**src/qdbe_pkg.sv**
```systemverilog
// ----------------------------------------------------------------------------
// qdbe_pkg: shared types and constants
// Event codes, configuration register indexes and the quadrature step table
// for the detent and button event core.
// ----------------------------------------------------------------------------
package qdbe_pkg;

  typedef logic [2:0] event_code_t;

  // Event codes; the button codes follow on from EV_BTN_BASE in button order.
  localparam event_code_t EV_RIGHT    = 3'd0;
  localparam event_code_t EV_LEFT     = 3'd1;
  localparam event_code_t EV_BTN_BASE = 3'd2;

  // Configuration port geometry and register indexes.
  localparam int CFG_INDEX_W = 2;
  localparam int CFG_DATA_W  = 16;

  typedef logic [CFG_INDEX_W-1:0] cfg_index_t;
  typedef logic [CFG_DATA_W-1:0]  cfg_data_t;

  localparam cfg_index_t CFG_ACTIVE_LEVEL     = 2'd0;
  localparam cfg_index_t CFG_STEPS_PER_DETENT = 2'd1;
  localparam cfg_index_t CFG_HOLDOFF_MS       = 2'd2;

  // Field widths.
  localparam int LEVELS_W  = 3;
  localparam int TIME_W    = 32;
  localparam int STEPS_W   = 4;
  localparam int HOLDOFF_W = 16;
  localparam int ACCUM_W   = 4;

  localparam logic [STEPS_W-1:0] STEPS_RESET   = 4'd4;
  localparam logic [STEPS_W-1:0] STEPS_MAX     = 4'd8;
  localparam logic [STEPS_W-1:0] STEPS_MIN     = 4'd1;
  localparam logic [HOLDOFF_W-1:0] HOLDOFF_RESET = 16'd40;

  // Quadrature step table, indexed by {previous A/B, current A/B}.
  localparam logic signed [1:0] QUAD_DELTA [0:15] = '{
    2'sb00, 2'sb11, 2'sb01, 2'sb00,
    2'sb01, 2'sb00, 2'sb00, 2'sb11,
    2'sb11, 2'sb00, 2'sb00, 2'sb01,
    2'sb00, 2'sb01, 2'sb11, 2'sb00
  };

endpackage

```
**src/qdbe_if.sv**
```systemverilog
// ----------------------------------------------------------------------------
// qdbe_if: sample and event channels
// Valid/ready channels for poll samples going in and events coming out.
// ----------------------------------------------------------------------------
interface qdbe_in_if;
  logic                          valid;
  logic                          ready;
  logic                          enc_a;
  logic                          enc_b;
  logic [qdbe_pkg::LEVELS_W-1:0] button_levels;
  logic [qdbe_pkg::TIME_W-1:0]   time_ms;

  modport source (output valid, enc_a, enc_b, button_levels, time_ms, input ready);
  modport sink   (input valid, enc_a, enc_b, button_levels, time_ms, output ready);
endinterface

interface qdbe_out_if;
  logic                  valid;
  logic                  ready;
  qdbe_pkg::event_code_t event_code;
  logic                  last_of_run;

  modport source (output valid, event_code, last_of_run, input ready);
  modport sink   (input valid, event_code, last_of_run, output ready);
endinterface

```
**src/quadrature_detent_and_button_events_core.sv**
```systemverilog
// ----------------------------------------------------------------------------
// quadrature_detent_and_button_events_core: encoder detent and button events
// Turns poll samples of a rotary encoder and its push buttons into a stream
// of RIGHT, LEFT and button-press event words.
// ----------------------------------------------------------------------------
// The core takes one poll sample word per clock while the result register is
// free, and answers with zero or more event words on the output channel,
// encoder event first, then buttons in index order, the final word of a sample
// marked by last_of_run. A sample goes into an input register; once the result
// register is free, short logic updates the encoder accumulator and the button
// state and drops the sample's events, as a bit mask, into the result register,
// which sends one event word per cycle while the output is ready. So the core
// keeps a rate of one sample per clock while the output is ready and each
// sample causes at most one event; a sample with more events holds the result
// register until its last word is taken, and a new sample moves in during the
// cycle that word leaves. The first sample after reset causes no encoder event,
// only loading the A/B reference pair; its buttons are still checked. The user
// must write configuration words only while the core is idle; the core does
// not enforce it. A steps_per_detent write also clears the step accumulator.
module quadrature_detent_and_button_events_core #(
  parameter int NUM_BUTTONS = 3
) (
  input  logic                   clk,
  input  logic                   rst_n,
  qdbe_in_if.sink                in_ch,
  qdbe_out_if.source             out_ch,
  input  logic                   cfg_we,
  input  qdbe_pkg::cfg_index_t   cfg_index,
  input  qdbe_pkg::cfg_data_t    cfg_wdata
);
  import qdbe_pkg::*;

  // One mask bit per possible event: right, left, then one per button.
  localparam int NUM_EV = 2 + NUM_BUTTONS;
  localparam int PAD_W  = LEVELS_W + NUM_BUTTONS;

  // Configuration registers.
  logic                 active_level_r;
  logic [STEPS_W-1:0]   steps_per_detent_r;
  logic [HOLDOFF_W-1:0] holdoff_ms_r;

  // Input register.
  logic                 a_valid_r;
  logic [1:0]           a_quad_r;
  logic [LEVELS_W-1:0]  a_levels_r;
  logic [TIME_W-1:0]    a_time_r;

  // Decoder state.
  logic [1:0]                 prev_quad_r;
  logic                       primed_r;
  logic signed [ACCUM_W-1:0]  step_accum_r;
  logic signed [ACCUM_W-1:0]  step_accum_nxt;
  logic [NUM_BUTTONS-1:0]     was_pressed_r;
  logic [NUM_BUTTONS-1:0]     pressed;
  logic [NUM_BUTTONS-1:0]     btn_fire;
  logic [TIME_W-1:0]          fire_time_r [NUM_BUTTONS];

  // Result register: pending events of the sample being delivered.
  logic [NUM_EV-1:0] ev_mask_r;
  logic [NUM_EV-1:0] ev_mask_nxt;
  logic [NUM_EV-1:0] new_mask;
  logic [NUM_EV-1:0] ev_lowest;
  logic [NUM_EV-1:0] ev_rest;

  // Handshake control.
  logic out_take;
  logic res_free;
  logic a_move;
  logic in_take;

  // Encoder datapath.
  logic [STEPS_W-1:0]        lim;
  logic signed [ACCUM_W:0]   lim_s;
  logic signed [1:0]         delta;
  logic signed [ACCUM_W:0]   sum;
  logic                      step_en;
  logic                      ev_right;
  logic                      ev_left;
  logic [PAD_W-1:0]          levels_pad;

  // --------------------------------------------------------------------------
  // Handshake. The result register frees up when it is empty or when its last
  // pending event is being taken; the input register moves on at that point.
  // --------------------------------------------------------------------------
  assign ev_lowest = ev_mask_r & (~ev_mask_r + NUM_EV'(1));
  assign ev_rest   = ev_mask_r & ~ev_lowest;

  assign out_take = out_ch.valid & out_ch.ready;
  assign res_free = (ev_mask_r == '0) | (out_take & (ev_rest == '0));
  assign a_move   = a_valid_r & res_free;
  assign in_ch.ready = ~a_valid_r | res_free;
  assign in_take  = in_ch.valid & in_ch.ready;

  assign out_ch.valid       = |ev_mask_r;
  assign out_ch.last_of_run = (ev_rest == '0);

  // The lowest pending bit gives the event code.
  always_comb begin
    out_ch.event_code = EV_RIGHT;
    for (int i = NUM_EV - 1; i >= 0; i--) begin
      if (ev_mask_r[i]) begin
        out_ch.event_code = event_code_t'(i);
      end
    end
  end

  // --------------------------------------------------------------------------
  // Encoder step. The detent size is clamped to 1..8, and the accumulator sum
  // is one bit wider so that it can reach plus or minus eight before pullback.
  // --------------------------------------------------------------------------
  always_comb begin
    if (steps_per_detent_r == '0) begin
      lim = STEPS_MIN;
    end else if (steps_per_detent_r > STEPS_MAX) begin
      lim = STEPS_MAX;
    end else begin
      lim = steps_per_detent_r;
    end
  end

  assign lim_s   = signed'({1'b0, lim});
  assign delta   = QUAD_DELTA[{prev_quad_r, a_quad_r}];
  assign step_en = primed_r & (delta != 2'sb00);
  assign sum     = signed'({step_accum_r[ACCUM_W-1], step_accum_r})
                 + signed'({{(ACCUM_W-1){delta[1]}}, delta});
  assign ev_right = step_en & (sum >= lim_s);
  assign ev_left  = step_en & (sum <= -lim_s);

  always_comb begin
    step_accum_nxt = step_accum_r;
    if (ev_right) begin
      step_accum_nxt = ACCUM_W'(sum - lim_s);
    end else if (ev_left) begin
      step_accum_nxt = ACCUM_W'(sum + lim_s);
    end else if (step_en) begin
      step_accum_nxt = ACCUM_W'(sum);
    end
  end

  // --------------------------------------------------------------------------
  // Buttons. A press fires when the button was released in the previous
  // sample and the holdoff has run out since it last fired; the elapsed time
  // is a wrapping 32-bit difference. Buttons beyond the three pins read low.
  // --------------------------------------------------------------------------
  assign levels_pad = PAD_W'(a_levels_r);

  always_comb begin
    for (int i = 0; i < NUM_BUTTONS; i++) begin
      pressed[i]  = (levels_pad[i] == active_level_r);
      btn_fire[i] = pressed[i] & ~was_pressed_r[i]
                  & ((a_time_r - fire_time_r[i]) >= TIME_W'(holdoff_ms_r));
    end
  end

  always_comb begin
    new_mask = '0;
    new_mask[EV_RIGHT] = ev_right;
    new_mask[EV_LEFT]  = ev_left;
    new_mask[NUM_EV-1:EV_BTN_BASE] = btn_fire;
  end

  always_comb begin
    if (a_move) begin
      ev_mask_nxt = new_mask;
    end else if (out_take) begin
      ev_mask_nxt = ev_rest;
    end else begin
      ev_mask_nxt = ev_mask_r;
    end
  end

  // --------------------------------------------------------------------------
  // Registers.
  // --------------------------------------------------------------------------
  always_ff @(posedge clk) begin
    if (!rst_n) begin
      active_level_r     <= 1'b0;
      steps_per_detent_r <= STEPS_RESET;
      holdoff_ms_r       <= HOLDOFF_RESET;
    end else if (cfg_we) begin
      case (cfg_index)
        CFG_ACTIVE_LEVEL:     active_level_r     <= cfg_wdata[0];
        CFG_STEPS_PER_DETENT: steps_per_detent_r <= cfg_wdata[STEPS_W-1:0];
        CFG_HOLDOFF_MS:       holdoff_ms_r       <= cfg_wdata[HOLDOFF_W-1:0];
        default: ;
      endcase
    end
  end

  always_ff @(posedge clk) begin
    if (!rst_n) begin
      a_valid_r <= 1'b0;
    end else if (in_ch.ready) begin
      a_valid_r <= in_take;
    end
  end

  always_ff @(posedge clk) begin
    if (in_take) begin
      a_quad_r   <= {in_ch.enc_a, in_ch.enc_b};
      a_levels_r <= in_ch.button_levels;
      a_time_r   <= in_ch.time_ms;
    end
  end

  always_ff @(posedge clk) begin
    if (!rst_n) begin
      prev_quad_r   <= 2'b00;
      primed_r      <= 1'b0;
      step_accum_r  <= '0;
      was_pressed_r <= '0;
      ev_mask_r     <= '0;
      for (int i = 0; i < NUM_BUTTONS; i++) begin
        fire_time_r[i] <= '0;
      end
    end else begin
      ev_mask_r <= ev_mask_nxt;
      if (cfg_we && (cfg_index == CFG_STEPS_PER_DETENT)) begin
        step_accum_r <= '0;
      end else if (a_move) begin
        step_accum_r <= step_accum_nxt;
      end
      if (a_move) begin
        prev_quad_r   <= a_quad_r;
        primed_r      <= 1'b1;
        was_pressed_r <= pressed;
        for (int i = 0; i < NUM_BUTTONS; i++) begin
          if (btn_fire[i]) begin
            fire_time_r[i] <= a_time_r;
          end
        end
      end
    end
  end

endmodule

```
**src/flat_wrapper.sv**
```systemverilog
// flat-port wrapper written by rule: the top's interface ports become plain ports
module quadrature_detent_and_button_events_core_flat import qdbe_pkg::*;
#(
  parameter int NUM_BUTTONS = 3
)
  (clk, rst_n, cfg_we, cfg_index, cfg_wdata, in_ch_valid, in_ch_enc_a, in_ch_enc_b, in_ch_button_levels, in_ch_time_ms, in_ch_ready, out_ch_valid, out_ch_event_code, out_ch_last_of_run, out_ch_ready);
  qdbe_in_if in_ch_i ();
  qdbe_out_if out_ch_i ();
  input  logic clk;
  input  logic rst_n;
  input  logic cfg_we;
  input  qdbe_pkg::cfg_index_t cfg_index;
  input  qdbe_pkg::cfg_data_t cfg_wdata;
  input wire logic [$bits(in_ch_i.valid)-1:0] in_ch_valid;
  input wire logic [$bits(in_ch_i.enc_a)-1:0] in_ch_enc_a;
  input wire logic [$bits(in_ch_i.enc_b)-1:0] in_ch_enc_b;
  input wire logic [$bits(in_ch_i.button_levels)-1:0] in_ch_button_levels;
  input wire logic [$bits(in_ch_i.time_ms)-1:0] in_ch_time_ms;
  output wire logic [$bits(in_ch_i.ready)-1:0] in_ch_ready;
  output wire logic [$bits(out_ch_i.valid)-1:0] out_ch_valid;
  output wire logic [$bits(out_ch_i.event_code)-1:0] out_ch_event_code;
  output wire logic [$bits(out_ch_i.last_of_run)-1:0] out_ch_last_of_run;
  input wire logic [$bits(out_ch_i.ready)-1:0] out_ch_ready;
  assign in_ch_i.valid = in_ch_valid;
  assign in_ch_i.enc_a = in_ch_enc_a;
  assign in_ch_i.enc_b = in_ch_enc_b;
  assign in_ch_i.button_levels = in_ch_button_levels;
  assign in_ch_i.time_ms = in_ch_time_ms;
  assign in_ch_ready = in_ch_i.ready;
  assign out_ch_valid = out_ch_i.valid;
  assign out_ch_event_code = out_ch_i.event_code;
  assign out_ch_last_of_run = out_ch_i.last_of_run;
  assign out_ch_i.ready = out_ch_ready;
  quadrature_detent_and_button_events_core #(.NUM_BUTTONS(NUM_BUTTONS)) u_core (.clk(clk), .rst_n(rst_n), .in_ch(in_ch_i), .out_ch(out_ch_i), .cfg_we(cfg_we), .cfg_index(cfg_index), .cfg_wdata(cfg_wdata));
endmodule
```
**config.mk**
```make
export PLATFORM = sky130hd
export DESIGN_NAME = quadrature_detent_and_button_events_core_flat
export DESIGN_NICKNAME = d
export VERILOG_FILES = /design/src/qdbe_pkg.sv /design/src/qdbe_if.sv /design/src/quadrature_detent_and_button_events_core.sv /design/src/flat_wrapper.sv
export SDC_FILE = /design/constraint.sdc
export NUM_CORES = 1
export LEC_CHECK = 0
export BUFFER_PORTS_ARGS = -buffer_cell sky130_fd_sc_hd__buf_2
export CAP_MARGIN = 20
export CORE_MARGIN = 5
export CORE_UTILIZATION = 50
export DETAILED_ROUTE_END_ITERATION = 8
export GPL_TIMING_DRIVEN = 0
export HOLD_SLACK_MARGIN = 0.08
export PLACE_DENSITY_LB_ADDON = 0.05
export SYNTH_ARGS = -nofsm -noshare
export SYNTH_HDL_FRONTEND = slang
export SYNTH_SLANG_ARGS = --single-unit
```
**constraint.sdc**
```tcl
create_clock -name clk -period 5.7 [get_ports clk]
set_input_delay 0.285 -clock clk [delete_from_list [all_inputs] [get_ports clk]]
set_output_delay 0.285 -clock clk [all_outputs]
set_load 0.03 [all_outputs]
```
Word-level counts from Yosys, hierarchy flattened
Memory sizes are Yosys's and may differ from the RTL's.
Cells that the tools add are included.
{ "totals": {"memories": 2, "inputBits": 60, "mem_bits_ro": 32, "regBits": 74, "out_inout_bits": 6, "ram_bits": 96} }
{ "mem_list": {"columns": ["name", "words", "word_bits", "rd", "rd_clocked_by_memory_dff", "wr", "line", "rtl"], "rows": [
  ["u_core.fire_time_r", 3, 32, 3, 0, 3, "quadrature_detent_and_button_events_core.sv:56", "logic [TIME_W-1:0] fire_time_r [NUM_BUTTONS];"],
  ["(name not given)", 16, 2, 1, 0, 0, "quadrature_detent_and_button_events_core.sv:122", "assign delta = QUAD_DELTA[{prev_quad_r, a_quad_r}];"]
]} }
{ "classes": {"n_reduce_logical": 14, "n_addsub": 8, "magnitude_cmp": 7, "n_eq_ne": 5, "mux": 30, "n_bitwise": 28} }
{ "op_table": {"columns": ["op", "n"], "rows": [
  ["32-bit by 16-bit greater-or-equal comparator with 1-bit output", 3],
  ["32-bit two-way mux", 3],
  ["32-bit subtractor", 3],
  ["4-bit two-way mux", 5],
  ["3-bit two-way mux", 5],
  ["1-bit AND", 13],
  ["1-bit two-way mux", 13],
  ["5-bit AND", 2],
  ["5-bit logical NOT", 2],
  ["5-bit two-way mux", 2],
  ["5-bit inverter", 2],
  ["2-bit AND reduction", 4],
  ["4-bit by 2-bit adder with 5-bit output", 1],
  ["5-bit by 1-bit adder with 5-bit output, second input constant", 1],
  ["5-bit greater-or-equal comparator", 1],
  ["5-bit greater-or-equal comparator, second input constant", 1],
  ["5-bit less-or-equal comparator", 1],
  ["4-bit negation with 5-bit output", 1],
  ["1-bit inverter", 5],
  ["4-bit inverter with 5-bit output", 1],
  ["1-bit bitwise OR", 5],
  ["5-bit OR reduction", 1],
  ["4-bit adder", 1],
  ["4-bit > comparator, second input constant", 1],
  ["other kinds (11)", 15]
]} }

Logic depth before layout (Yosys ltp)
Gate-level depths: netlist of run 1.
{ "logic_depth": {"ltp_word": 13, "mapped_depth": 21} }

Least setup slack after synthesis of run 1
OpenSTA, ideal clock, no wires.
{ "synth_timing": {"kind": "register -> register", "start": "reg u_core.a_time_r[0]", "end": "mem u_core.fire_time_r[0][0] (enable)", "stages_incl_launch_ff": 22, "n_path_buf": 1, "setup_slack_ns": 0.443, "arrival_time_ns": 4.780, "period_less_slack_ns": 5.257, "path_cell_list": "edfxtp_1 -> inv_1 -> ha_1 -> inv_1 -> fa_1 -> a211oi_1 -> o21a_1 -> nor2_1 -> nor2_1 -> o21ai_0 -> xor2_1 -> ha_1 -> a21oi_1 -> nand2_1 -> a221oi_1 -> nand4_1 -> or4_1 -> nor4_1 -> nand4_1 -> o31ai_4 -> buf_6 -> nand2_1"} }
{ "synth_rtl": {"columns": ["item", "line", "rtl"], "rows": [
  ["start: declaration", "quadrature_detent_and_button_events_core.sv:46", "logic [TIME_W-1:0] a_time_r;"],
  ["start signal: assignment", "quadrature_detent_and_button_events_core.sv:202", "a_time_r <= in_ch.time_ms;"],
  ["end: declaration", "quadrature_detent_and_button_events_core.sv:56", null]
]} }

==> metrics.cfg, run 1 <==
[status]
run_status=finished clean

[layout]
flow.area_growth_from_synthesis_pct=14.2
fillCellCount=2449
area.sequential_sq_mm=0.00473
multi_input_comb_area_sq_mm=0.00807
antenna_diode_count=0
utilization_pct=58.0
post_route_cells_drive_above_1_share_pct=9.18
final_net_count=1902
finish.instance_area_sq_mm=0.0156

[hold_path]
hold_path.startpoint=cfg_wdata[15]
min_delay_worst_endpoint=u_core.holdoff_ms_r[15]
timing.hold.worst.class=in2reg
count_of_cells_along_the_worst_hold_path=3

[clock_tree]
cts-htree-levels=4
cts_root_buf=clkbuf_16
tritoncts=done
cts_max_path_buffers=2
clock_insertion_delay_worst_skew_ns=0.45
clkTransAtPathRegs_ns=0.07
numCtsBuffers=17
number_of_sinks_handled_by_clock_tree_synthesis=170

[power_and_ir_drop]
cellPowerDensity_mw_per_mm2=266
peakVddDrop_mv=0.311
power.total_mw=4.14
total_leakage_power_nw=6.40

[setup_path]
r2r.worst_path.cells=19
timing.critical_path.arrival_ns=5.55
worst-r2r-setup-slack_ns=0.29
r2r-start=u_core.a_time_r[1]
crit_required_ns=5.84
cp_launch_type=flip-flop
critical_path.reg2reg.endpoint=u_core.fire_time_r[0][21]
worst_setup_end_kind=flip-flop
worstSetupPathType=reg2reg
cp_max_fo=10

[grt]
wire_length_of_the_first_global_routing_pass_mm=61.6
global_route.usage.total_pct=25.2
grt_pass1_vias=11514
grt_antenna_before_repair=0
grt_remaining_overflow=0
grt_max_degree=32

[sta]
post-route-min-period_ns=5.41
finalCritPeriodShare_pct=94.9
setup_viols_final=0
finalMaxSlewViolations=0
grt_setup_unrepaired=false
worst_slack_ns=0.290
timing.slew.headroom_pct=43.7
report.final.hold_viol_count=0
finalHoldWorstSlack_ns=0.0914
clock.fmax_mhz=185
worst_pin_slew_ns=0.844
finClkSkew_ns=0.0113

[flow_run]
cap_violations=0

[floorplanning]
io_count=66
floorplan.initialDensity_pct=50.8
die_area_sq_mm=0.0307
floorplan.die.height_microns=175
standard_cell_row_count=60
die_width_microns=175
design.core.area_sq_mm=0.0269

[placement]
pre_cts_ws_ns=-0.303
gpl.final_weighted_congestion=0.982
port_buffers=64
placement.cell_area_sq_mm=0.0145
hpwl_mm=30.4

[drt]
routed_wl_mm=39.0
drc=0
drt-vias-per-instance=5.93
detailedRoute.firstPassIterationCount=6
route.detailed.wl_per_inst_microns=19.2
detailedRoute.firstIterationViolations=1161
antenna_left=0
dr_total_vias=12031

[synthesis]
synth.ff_latch_count=170
syn_nets=1768
most_numerous_cell_in_the_yosys_netlist=nand2_1
synthesis.instances=1541
syn-cell-area_sq_mm=0.0136
async_reset_ff_share_pct=0
synth-main-ff-cell=edfxtp_1
synth_area_leader_cell=edfxtp_1
yosys.cell_types.count=86
yosysWarningCount=0
ys_seq_area_share_pct=34.7
post-synth-top-area-fraction_pct=29.3
synth_edf_count=133
syn_area_per_cell_sq_um=8.85
synth_common_cells=166 x nand2_1, 161 x ha_1, 154 x inv_1
ys_top_cells_by_area=edfxtp_1 29%, ha_1 15%, dfxtp_1 5.4%

how the worst max path moves through the flow:
stage,to,depth (start not counted),slack (ns),startpoint
global route,u_core.fire_time_r[0][3],22,0.001,u_core.a_time_r[0]
global placement,u_core.fire_time_r[0][64],18,-1.44,u_core.a_time_r[1]
CTS,u_core.fire_time_r[0][71],19,0.12,u_core.a_time_r[1]
finish,u_core.fire_time_r[0][21],19,0.29,u_core.a_time_r[1]
detailed placement,u_core.fire_time_r[0][0],22,-0.30,u_core.a_time_r[0]
floorplan,u_core.fire_time_r[0][0],21,0.44,u_core.a_time_r[0]
metrics by stage:
stage / setup TNS, ns / std cells
floorplan: 0 / 1541
global placement: -136.05 / 1946
detailed placement: -7.70 / 1951
CTS: 0 / 2024
global route: 0 / 2029
finish: 0 / 2029
logic make-up (layout without fill, tap and decap cells):
| family | after synthesis | count (layout) | synth area share, % |
|---|---|---|---|
| adder cells (fa/ha/maj) | 168 | 168 | 15.7 |
| flip-flops | 170 | 170 | 34.7 |
| AND/OR/NAND/NOR | 448 | 448 | 15.5 |
| XOR/XNOR | 77 | 77 | 4.94 |
| multiplexers | 14 | 14 | 1.12 |
| other | 1 | 1 | 0.0275 |
| buffers and inverters | 217 | 364 | 6.43 |
| AO/OA/AOI/OAI | 446 | 446 | 21.5 |
power by group:
| group | total [mW] | switching [mW] | internal [mW] |
|---|---|---|---|
| logic | 1.47 | 0.882 | 0.584 |
| registers | 1.49 | 0.0531 | 1.43 |
| clock network | 1.19 | 0.529 | 0.656 |
metal layers:
layer | GRT usage [%] | wire (microns) | vias to the layer above
li1 | - | - | 5893
met1 | 36.4 | 18400 | 5667
met2 | 39.2 | 17200 | 423
met3 | 4.28 | 2570 | 48
met4 | 6.84 | 786 | 0
met5 | 0 | 0 | -
final cells by class:
cell class / count / share of cell area [%]
timing repair buffer: 115 / 5.66
clock inverter: 14 / 1.03
buffer: 63 / 1.92
tap: 341 / 2.74
sequential: 170 / 30.4
multi-input combinational: 1154 / 51.8
clock buffer: 18 / 2.75
inverter: 154 / 3.71
what timing repair did:
action,in CTS,in global routing
gates resized for setup,0,5
pin swaps,1,4
setup buffers,1,3
endpoints found under the setup margin,61,175
hold endpoints to repair,40,0
hold buffers,40,0
gates cloned,0,2
registers in the layout, indices dropped and copies added, names as in the netlist:
register	flops
u_core.steps_per_detent_r	4
u_core.ev_mask_r	5
u_core.a_valid_r	1
u_core.step_accum_r	4
u_core.fire_time_r	96
u_core.a_levels_r	3
u_core.active_level_r	1
u_core.was_pressed_r	3
u_core.a_quad_r	2
u_core.primed_r	1
u_core.prev_quad_r	2
u_core.a_time_r	32
u_core.holdoff_ms_r	16
cell usage in the layout (no fill, tap or decap), types with 14 or more instances in the layout:
| cell type | count |
|---|---|
| nand2_1 | 163 |
| ha_1 | 161 |
| inv_1 | 154 |
| edfxtp_1 | 133 |
| a21oi_1 | 126 |
| nor2_1 | 93 |
| buf_2 | 76 |
| o21ai_0 | 71 |
| a31oi_1 | 45 |
| clkbuf_1 | 41 |
| dlygate4sd3_1 | 40 |
| xnor2_1 | 39 |
| xor2_1 | 38 |
| dfxtp_1 | 37 |
| nand3_1 | 34 |
| nand4_1 | 32 |
| a21o_1 | 31 |
| nor3_1 | 30 |
| a21boi_0 | 25 |
| nand2b_1 | 18 |
| clkbuf_16 | 18 |
| o211ai_1 | 17 |
| a211oi_1 | 17 |
| nor2b_1 | 14 |
critical path: stages (launching register included):
cell and delay [ns]:
edfxtp_1 0.50, inv_1 0.15, fa_1 0.47, nor2b_1 0.19, o2111ai_1 0.25, a31oi_1 0.34
nor2_1 0.09, xnor2_1 0.14, ha_1 0.33, a21o_1 0.17, a21oi_1 0.21, nand3_1 0.09
o21ai_0 0.42, o211ai_1 0.16, nor4b_1 0.31, nand4_1 0.21, o31ai_4 0.41, buf_6 0.21
buf_2 0.23, a31oi_1 0.22
Note: power is estimated with default switching activity, not from simulation.
==> run 2, diff against run 1 <==
--- a/config.mk
+++ b/config.mk
@@ -5,6 +5,7 @@
 export SDC_FILE = /design/constraint.sdc
 export NUM_CORES = 1
 export LEC_CHECK = 0
+export ABC_AREA = 1
 export BUFFER_PORTS_ARGS = -buffer_cell sky130_fd_sc_hd__buf_2
 export CAP_MARGIN = 20
 export CORE_MARGIN = 5
==> metrics.cfg, run 2 <==
[drt]
detailedRoute.firstPassIterationCount=5
drt-vias-per-instance=4.98
drc=0
routed_wl_mm=43.5
wl_met3_mm=2.35
route.met2.wl_mm=19.7
antenna_left=0
wirelength_met1_mm=20.4
top_layer=met4
dr_total_vias=14289
route.detailed.wl_per_inst_microns=15.2
detailedRoute.firstIterationViolations=875

[layout]
largest_reg_flops=96
mostFrequentLayoutCell=nand2_1
top_register=u_core.fire_time_r
final_net_count=2686
antenna_diode_count=0
flow.area_growth_from_synthesis_pct=12.2
top_regs=u_core.fire_time_r (96), u_core.a_time_r (32), u_core.holdoff_ms_r (16)
layout.cells.most_common_list=793 x nand2_1, 549 x inv_1, 206 x nor2_1
post_route_cells_drive_above_1_share_pct=5.42

[synthesis]
synth_common_cells=793 x nand2_1, 550 x inv_1, 206 x nor2_1
synthesis.instances=2333
ys_top_cells_by_area=edfxtp_1 26%, nand2_1 19%, inv_1 13%
yosys.cell_types.count=39
syn_nets=2560
synth_area_leader_cell=edfxtp_1
synth.ff_latch_count=170
yosysWarningCount=0
ys_seq_area_share_pct=30.9
syn-cell-area_sq_mm=0.0153
synth_edf_count=133
syn_area_per_cell_sq_um=6.58
async_reset_ff_share_pct=0
synth-main-ff-cell=edfxtp_1
most_numerous_cell_in_the_yosys_netlist=nand2_1
post-synth-top-area-fraction_pct=26.0

[grt]
wire_length_of_the_first_global_routing_pass_mm=69.1
grt_remaining_overflow=0
grt_max_degree=38
grt_pass1_vias=13562
grt_antenna_before_repair=0
global_route.usage.total_pct=25.7

[sta]
post-route-min-period_ns=4.75
timing.slew.headroom_pct=39.3
clock.fmax_mhz=211
setup_viols_final=0
worst_slack_ns=0.954
report.final.hold_viol_count=0
worst_pin_slew_ns=0.909
grt_setup_unrepaired=false
finalCritPeriodShare_pct=83.3
tns_ns=0
finClkSkew_ns=0.0154
finalMaxSlewViolations=0

[clock_tree]
clkTransAtPathRegs_ns=0.07
cts_root_buf=clkbuf_16
numCtsBuffers=17
number_of_sinks_handled_by_clock_tree_synthesis=170
cts_max_path_buffers=2
post_cts_resized=0
clock_insertion_delay_worst_skew_ns=0.44
tritoncts=done
cts-htree-levels=4

[setup_path]
cp_launch_type=flip-flop
worst_setup_end_kind=flip-flop
crit_required_ns=5.89
worstSetupPathType=reg2reg
timing.critical_path.arrival_ns=4.94
r2r.worst_path.cells=24
cp_max_fo=19

[hold_path]
timing.hold.worst.class=in2reg
count_of_cells_along_the_worst_hold_path=3

[power_and_ir_drop]
p_comb_share_pct=54.0
proportion_of_power_drawn_by_the_clock_network_pct=18.8
switching_power_mw=2.85
cellPowerDensity_mw_per_mm2=361
total_leakage_power_nw=9.53
cell_internal_pwr_mw=3.37
peakVddDrop_mv=0.449
swShare_pct=45.8
seqPwrFrac_pct=27.2

[status]
run_status=finished clean

[floorplanning]
io_count=66
die_width_microns=185
floorplan.initialDensity_pct=50.4
floorplan.die.height_microns=185
die_area_sq_mm=0.0343
standard_cell_row_count=64
design.core.area_sq_mm=0.0304

[placement]
gpl.final_weighted_congestion=0.936
pre_cts_ws_ns=0.989
port_buffers=65
hpwl_mm=37.2

[flow_run]
cap_violations=0

[run 2: kinds of logic after synthesis]
kind of cell             after synthesis  share of synthesized area [%]
AO/OA/AOI/OAI                        182                           6.40
XOR/XNOR                              56                           3.20
adder cells (fa/ha/maj)              167                           13.9
buffers and inverters                559                           13.9
flip-flops                           170                           30.9
other                                  1                         0.0244
AND/OR/NAND/NOR                     1198                           31.7
[run 2: layer usage]
| layer | vias to the layer above | GRT usage [%] |
|---|---|---|
| li1 | 7447 | - |
| met1 | 6445 | 35.7 |
| met2 | 339 | 42.6 |
| met3 | 58 | 3.00 |
| met4 | 0 | 7.40 |
| met5 | - | 0 |
[run 2: stage by stage]
stage / cells / power (mW) / cell area, sq um / util [%] / hold WS [ns]
after floorplan: 2333 / 4.16 / 15300 / - / 0.384
after global placement: 2794 / 4.95 / 16200 / 53.1 / 0.448
after detailed placement: 2797 / 5.03 / 16200 / 53.4 / 0.456
after CTS: 2868 / 6.23 / 17200 / 56.6 / 0.0921
after global routing: 2868 / 6.79 / 17200 / 56.6 / 0.131
final: 2868 / 6.22 / 17200 / 56.6 / 0.103
[run 2: layout make-up]
| type | instances | area [sq um] |
|---|---|---|
| Tap cell | 396 | 495 |
| Fill cell | 3040 | 13200 |
| Timing Repair Buffer | 107 | 798 |
| Sequential cell | 170 | 4730 |
| Clock buffer | 18 | 429 |
| Clock inverter | 14 | 155 |
| Multi-Input combinational cell | 1604 | 8480 |
| Buffer | 8 | 61.3 |
| Inverter | 551 | 2070 |
[run 2: worst paths after layout]
| check | from | endpoint | slack (ns) |
|---|---|---|---|
| setup / recovery | u_core.a_time_r[1] | u_core.fire_time_r[0][54] | 0.95 |
| hold / removal | cfg_wdata[1] | u_core.steps_per_detent_r[1] | 0.10 |
| setup reg to reg | u_core.a_time_r[1] | u_core.fire_time_r[0][54] | 0.95 |
| hold reg to reg | u_core.was_pressed_r[2] | u_core.was_pressed_r[2] | 0.47 |
[run 2: worst max-delay path, cell delays in order, from the launching register on]
cell,delay [ns]
edfxtp_1,0.55
inv_1,0.25
fa_1,0.50
inv_1,0.11
nand3_1,0.09
nand2_2,0.10
nand2_1,0.06
nand2_1,0.20
nand2_1,0.08
nand2_1,0.20
xor2_1,0.11
ha_1,0.19
a21oi_1,0.13
nor2_1,0.05
a211oi_1,0.24
nand2_1,0.11
nor2_1,0.10
nand2_1,0.05
nor2_1,0.13
nand2_1,0.06
nor2_1,0.09
nand2_1,0.09
nand2_2,0.11
nand2_1,0.47
buf_16,0.38
[run 2: power by group through the flow]
stage	clock, mW	sequential (mW)	combinational [mW]
finish	1.17	1.69	3.36
global route	1.24	1.71	3.85
CTS	1.18	1.69	3.36
detailed placement	0	1.71	3.32
global placement	0	1.72	3.23
floorplan	0	1.66	2.51
[run 2: what timing repair did]
action | 4_1_cts | 5_1_grt
setup endpoints to repair | 0 | 0
buffers inserted | 0 | 0
hold buffers | 39 | 0
endpoints found under the hold margin | 39 | 0
